==> src/rtl/salsa_pkg.sv <==
// Salsa20 keystream XOR: shared types, constants and helper functions.
// No dependencies; imported by the controller, the datapath and the top level.
package salsa_pkg;

	localparam logic [31:0] SIGMA0       = 32'h61707865;
	localparam logic [31:0] SIGMA1_SHORT = 32'h3120646e;
	localparam logic [31:0] SIGMA1_LONG  = 32'h3320646e;
	localparam logic [31:0] SIGMA2_SHORT = 32'h79622d36;
	localparam logic [31:0] SIGMA2_LONG  = 32'h79622d32;
	localparam logic [31:0] SIGMA3       = 32'h6b206574;

	localparam logic [4:0] DROUNDS_RESET = 5'd10;

	typedef logic [31:0] word_t;
	typedef word_t [15:0] block_t;
	typedef logic [3:0] widx_t;

	// word indices of the four quarter rounds, roles a, b, c, d
	localparam widx_t COL_IDX [4][4] = '{
		'{4'd0,  4'd4,  4'd8,  4'd12},
		'{4'd5,  4'd9,  4'd13, 4'd1},
		'{4'd10, 4'd14, 4'd2,  4'd6},
		'{4'd15, 4'd3,  4'd7,  4'd11}
	};
	localparam widx_t ROW_IDX [4][4] = '{
		'{4'd0,  4'd1,  4'd2,  4'd3},
		'{4'd5,  4'd6,  4'd7,  4'd4},
		'{4'd10, 4'd11, 4'd8,  4'd9},
		'{4'd15, 4'd12, 4'd13, 4'd14}
	};

	typedef enum logic [1:0] {
		ST_IDLE,
		ST_LOAD,
		ST_ROUND,
		ST_FINAL
	} state_t;

	typedef enum logic [2:0] {
		CFG_KEY0,
		CFG_KEY1,
		CFG_KEY2,
		CFG_KEY3,
		CFG_KEY_LONG,
		CFG_NONCE,
		CFG_DROUNDS
	} cfg_idx_t;

	typedef struct packed {
		logic [63:0] key0;
		logic [63:0] key1;
		logic [63:0] key2;
		logic [63:0] key3;
		logic        key_long;
		logic [63:0] nonce;
		logic [4:0]  drounds;
	} cfg_t;

	typedef struct packed {
		logic       start;
		logic       direct;
		logic       load;
		logic       round;
		logic       half;
		logic [1:0] qstep;
		logic       finish;
	} cmd_t;

	typedef struct packed {
		logic need_block;
		logic out_free;
	} sts_t;

	function automatic word_t rot_step(word_t v, logic [1:0] step);
		word_t r;
		case (step)
			2'd0:    r = {v[24:0], v[31:25]};
			2'd1:    r = {v[22:0], v[31:23]};
			2'd2:    r = {v[18:0], v[31:19]};
			default: r = {v[13:0], v[31:14]};
		endcase
		return r;
	endfunction

	function automatic block_t init_block(cfg_t c, logic [63:0] ctr);
		block_t b;
		logic [63:0] hi0;
		logic [63:0] hi1;
		hi0 = c.key_long ? c.key2 : c.key0;
		hi1 = c.key_long ? c.key3 : c.key1;
		b[0]  = SIGMA0;
		b[1]  = c.key0[31:0];
		b[2]  = c.key0[63:32];
		b[3]  = c.key1[31:0];
		b[4]  = c.key1[63:32];
		b[5]  = c.key_long ? SIGMA1_LONG : SIGMA1_SHORT;
		b[6]  = c.nonce[31:0];
		b[7]  = c.nonce[63:32];
		b[8]  = ctr[31:0];
		b[9]  = ctr[63:32];
		b[10] = c.key_long ? SIGMA2_LONG : SIGMA2_SHORT;
		b[11] = hi0[31:0];
		b[12] = hi0[63:32];
		b[13] = hi1[31:0];
		b[14] = hi1[63:32];
		b[15] = SIGMA3;
		return b;
	endfunction

	function automatic logic [7:0] pick_byte(word_t w, logic [1:0] sel);
		logic [7:0] r;
		case (sel)
			2'd0:    r = w[7:0];
			2'd1:    r = w[15:8];
			2'd2:    r = w[23:16];
			default: r = w[31:24];
		endcase
		return r;
	endfunction

endpackage

==> src/rtl/salsa_ctrl.sv <==
// Salsa20 keystream XOR controller: accept, block load, round sequencing, finish.
// Depends on salsa_pkg; drives the datapath through cmd_t, observes sts_t.
module salsa_ctrl
	import salsa_pkg::*;
(
	input  logic       clk,
	input  logic       arst_n,
	input  logic       in_valid,
	output logic       in_ready,
	input  logic [4:0] drounds,
	input  sts_t       sts,
	output cmd_t       cmd
);

	state_t     state_q;
	state_t     state_d;
	logic [4:0] dr_cnt_q;
	logic [2:0] step_q;

	always_ff @(posedge clk or negedge arst_n) begin
		if (!arst_n) begin
			state_q  <= ST_IDLE;
			dr_cnt_q <= '0;
			step_q   <= '0;
		end else begin
			state_q <= state_d;
			if (cmd.load) begin
				dr_cnt_q <= drounds;
				step_q   <= '0;
			end else if (cmd.round) begin
				step_q <= step_q + 3'd1;
				if (step_q == 3'd7) begin
					dr_cnt_q <= dr_cnt_q - 5'd1;
				end
			end
		end
	end

	always_comb begin
		cmd      = '0;
		state_d  = state_q;
		in_ready = 1'b0;
		unique case (state_q)
			ST_IDLE: begin
				in_ready = sts.out_free;
				if (in_valid && sts.out_free) begin
					if (sts.need_block) begin
						cmd.start = 1'b1;
						state_d   = ST_LOAD;
					end else begin
						cmd.direct = 1'b1;
					end
				end
			end
			ST_LOAD: begin
				cmd.load = 1'b1;
				state_d  = (drounds == 5'd0) ? ST_FINAL : ST_ROUND;
			end
			ST_ROUND: begin
				cmd.round = 1'b1;
				cmd.half  = step_q[2];
				cmd.qstep = step_q[1:0];
				if (step_q == 3'd7 && dr_cnt_q == 5'd1) begin
					state_d = ST_FINAL;
				end
			end
			ST_FINAL: begin
				if (sts.out_free) begin
					cmd.finish = 1'b1;
					state_d    = ST_IDLE;
				end
			end
			default: state_d = ST_IDLE;
		endcase
	end

`ifndef SYNTHESIS
	a_finish_free: assert property (@(posedge clk) disable iff (!arst_n)
		cmd.finish |-> sts.out_free)
		else $error("block finished while output register still held");
	a_load_after_idle: assert property (@(posedge clk) disable iff (!arst_n)
		state_q == ST_LOAD |-> $past(state_q) == ST_IDLE)
		else $error("block load not preceded by an accept");
	a_one_cmd: assert property (@(posedge clk) disable iff (!arst_n)
		$onehot0({cmd.start, cmd.direct, cmd.load, cmd.round, cmd.finish}))
		else $error("more than one datapath command at once");
	a_last_round: assert property (@(posedge clk) disable iff (!arst_n)
		(state_q == ST_ROUND && step_q == 3'd7 && dr_cnt_q == 5'd1) |=> state_q == ST_FINAL)
		else $error("round sequence overran its count");
`endif

endmodule

==> config.mk <==
export PLATFORM = sky130hd
export DESIGN_NAME = salsa_ctrl
export DESIGN_NICKNAME = d
export VERILOG_FILES = /design/src/rtl/salsa_pkg.sv /design/src/rtl/salsa_ctrl.sv
export SDC_FILE = /design/constraint.sdc
export NUM_CORES = 1
export LEC_CHECK = 0
export BUFFER_PORTS_ARGS = -buffer_cell sky130_fd_sc_hd__buf_2
export CORE_ASPECT_RATIO = 0.9
export CORE_MARGIN = 5
export CORE_UTILIZATION = 45
export DETAILED_ROUTE_END_ITERATION = 16
export GPL_TIMING_DRIVEN = 0
export PLACE_DENSITY_LB_ADDON = 0.15
export SYNTH_ARGS = -nofsm -noshare
export SYNTH_HDL_FRONTEND = slang
export SYNTH_SLANG_ARGS = --single-unit
==> constraint.sdc <==
create_clock -name clk -period 1.47 [get_ports clk]
set_input_delay 0.0735 -clock clk [delete_from_list [all_inputs] [get_ports clk]]
set_output_delay 0.0735 -clock clk [all_outputs]
set_load 0.02 [all_outputs]
==> results_dict.tcl <==
set metrics [dict create \
    htree_levels 1 \
    grt_pass1_wl_um 2950 \
    clock-root-buffer "clkbuf_4" \
    path_max_fanout 3 \
    syn_inst 76 \
    slew_headroom_pct 76.3 \
    place_area_um2 833 \
    finalHoldViolCount 0 \
    worstSetupEndpointType "flip-flop" \
    dieArea_mm2 0.00246 \
    synth_seq_area_share_pct 35.5 \
    timing.rr.start "state_q[1]" \
    critPathRequiredTime_ns 1.60 \
    hp-class "input pin to flip-flop" \
    initial_core_util_pct 48.1 \
    clock_sinks 10 \
    drt-initial-drc-count 17 \
    drc 0 \
    synth_top_family_by_area "simple AND/OR/NAND/NOR gates" \
    hpwl_um 1130 \
    clock_latency_ns 0.27 \
    min_to "dr_cnt_q[4]" \
    dp.cells 109 \
    final_area_mm2 0.00107 \
    clockBufferDepth 2 \
    whs_path_depth 3 \
    ys_ff_latch 10 \
    violations "setup timing" \
    cts_tree "built" \
    cts_inserted_buffers 3 \
    ios 19 \
    grt_max_degree 11 \
    mostFrequentLayoutCells "buf_2, buf_4, dfrtp_1, nand2_1" \
    path_clk_slew_ns 0.07 \
    final_util_pct 73.4 \
    ir_worst_vdd_uv 1490 \
    synth_compound_area_share_pct 18.1 \
    core_area_mm2 0.00146 \
    synthXorXnorAreaFrac_pct 0 \
    ff2ff_path_depth 6 \
    viasPerCell 5.63 \
    synth.area.mux_share_pct 6.57 \
    avgSynthCellArea_um2 9.27 \
    p_per_area_mw_per_mm2 2350 \
    wl_per_cell_um 14.8 \
    diodes 0 \
    grt_usage_pct 16.2 \
    antenna_found_initial 0 \
    reg2reg_slack_ns -0.07 \
    synth_adder_area_share_pct 16.0 \
    final-setup-viol-count 4 \
    vias 721 \
    final_common_cell "buf_2" \
    maxCapViolations 0 \
    setup_slack_ns -0.0714 \
    nets 133 \
    crit_type "flip-flop to flip-flop" \
    min_from "drounds[4]" \
    syn_nets 95 \
    instances_no_fill 128 \
    cp-start-kind "flip-flop" \
    total_power_uw 2520 \
    rows 13 \
    finClkSkew_ns 0.00410 \
    syn_area_um2 704 \
    gp_congestion 0.731 \
    die_h_um 47.5 \
    synthSimpleGateAreaFrac_pct 19.4 \
    drt-pass1-iter-count 4 \
    layout-drive-gt1-share_pct 52.2 \
    ant_nets 0 \
    period_share_pct 105 \
    first_global_vias 687 \
    crit_start "state_q[1]" \
    p_leak_uw 0.000520 \
    worstPathArrival_ns 1.68 \
    finalMaxSlewViolations 0 \
    rsz0062_at_grt "true" \
    synth_cell_types 25 \
    fmax_mhz 649 \
    drt-total-wl_um 1900 \
    status "finished with violations" \
    ys_warn_count 0 \
    tightest_slew_ns 0.356 \
    die_w_um 51.7 \
    area_growth_pct 52.6 \
    portBuffers 18 \
    r2r-end "state_q[0]" \
    post-route-min-period_ns 1.54 \
    grt_overflow 0 \
]
## worst max-delay path, stage by stage (launching register included)
cell      delay [ns]
dfrtp_1         0.43
inv_2           0.11
buf_4           0.15
buf_4           0.12
ha_1            0.16
a221oi_1        0.31
mux2i_2         0.13
## report_power, final
group | leakage, µW | switching, µW | total, µW | internal, µW
Clock | 0.0000210 | 96.2 | 247 | 151
Sequential | 0.000119 | 137 | 554 | 417
Combinational | 0.000380 | 827 | 1720 | 897
## Yosys cell counts
master / instances / area (µm²)
clkbuf_1: 1 / 3.75
nand2b_1: 1 / 6.26
o41ai_2: 1 / 16.3
nor4_1: 1 / 6.26
nand2_1: 7 / 26.3
nor2_1: 3 / 11.3
mux2i_1: 2 / 20.0
dfrtp_1: 10 / 250
a21oi_1: 3 / 15.0
nor3_1: 3 / 15.0
a221oi_1: 1 / 8.76
mux2_4: 1 / 15.0
ha_1: 9 / 113
and3_1: 1 / 6.26
a31o_2: 2 / 17.5
a22o_1: 2 / 17.5
nand3_1: 3 / 15.0
inv_1: 6 / 22.5
o22ai_1: 2 / 12.5
mux2_2: 1 / 11.3
buf_2: 1 / 5.00
a22oi_1: 2 / 15.0
o21ai_0: 5 / 25.0
nor2b_1: 3 / 18.8
and2_1: 5 / 31.3
## cell families (layout without fill, tap and decap cells)
family,Yosys count,count (layout)
AO/OA/AOI/OAI,18,18
adder cells (fa/ha/maj),9,9
buffers and inverters,8,45
flip-flops,10,10
multiplexers,4,4
AND/OR/NAND/NOR,27,27
## worst max path at each step
| stage | endpoint | slack, ns | cells after the start |
|---|---|---|---|
| after floorplan | state_q[1] | -0.01 | 6 |
| final | state_q[0] | -0.07 | 6 |
| after detailed placement | dr_cnt_q[0] | -0.17 | 5 |
| after global routing | state_q[0] | -0.15 | 6 |
| after CTS | state_q[1] | -0.05 | 6 |
| after global placement | dr_cnt_q[0] | -0.16 | 5 |
## cell type report
cell class              count  area, µm²
fillers                   100        389
repair buffers             33        218
flip-flops and latches     10        250
inverters                   6       22.5
multi-input cells          58        510
well taps                  15       18.8
plain buffers               2       18.8
clock buffers               4       36.3
## metal layers
| layer | GRT usage [%] | vias up | routed length, µm |
|---|---|---|---|
| li1 | - | 344 | - |
| met1 | 19.5 | 338 | 779 |
| met2 | 28.7 | 33 | 985 |
| met3 | 5.61 | 6 | 110 |
| met4 | 3.66 | 0 | 25 |
| met5 | 0 | - | 0 |
## state kept, by name, indices dropped and copies added (netlist names)
register	cells
dr_cnt_q	5
state_q	2
step_q	3
## per-stage QoR
stage          hold slack [ns]  setup slack [ns]  setup TNS [ns]
6_report                 0.109           -0.0714          -0.147
3_3_place_gp           -0.0520            -0.156          -0.527
5_1_grt                  0.132            -0.151          -0.551
2_1_floorplan           -0.222           -0.0129         -0.0129
4_1_cts                  0.107           -0.0502         -0.0616
3_5_place_dp           -0.0554            -0.172          -0.650
## what timing repair did
action / in CTS / in global routing
setup endpoints to repair: 12 / 12
gates resized for setup: 11 / 15
setup buffers: 9 / 5
hold buffers: 1 / 0
hold endpoints to repair: 10 / 0
pin swaps: 3 / 8
Power figures use the tool's default switching activity.
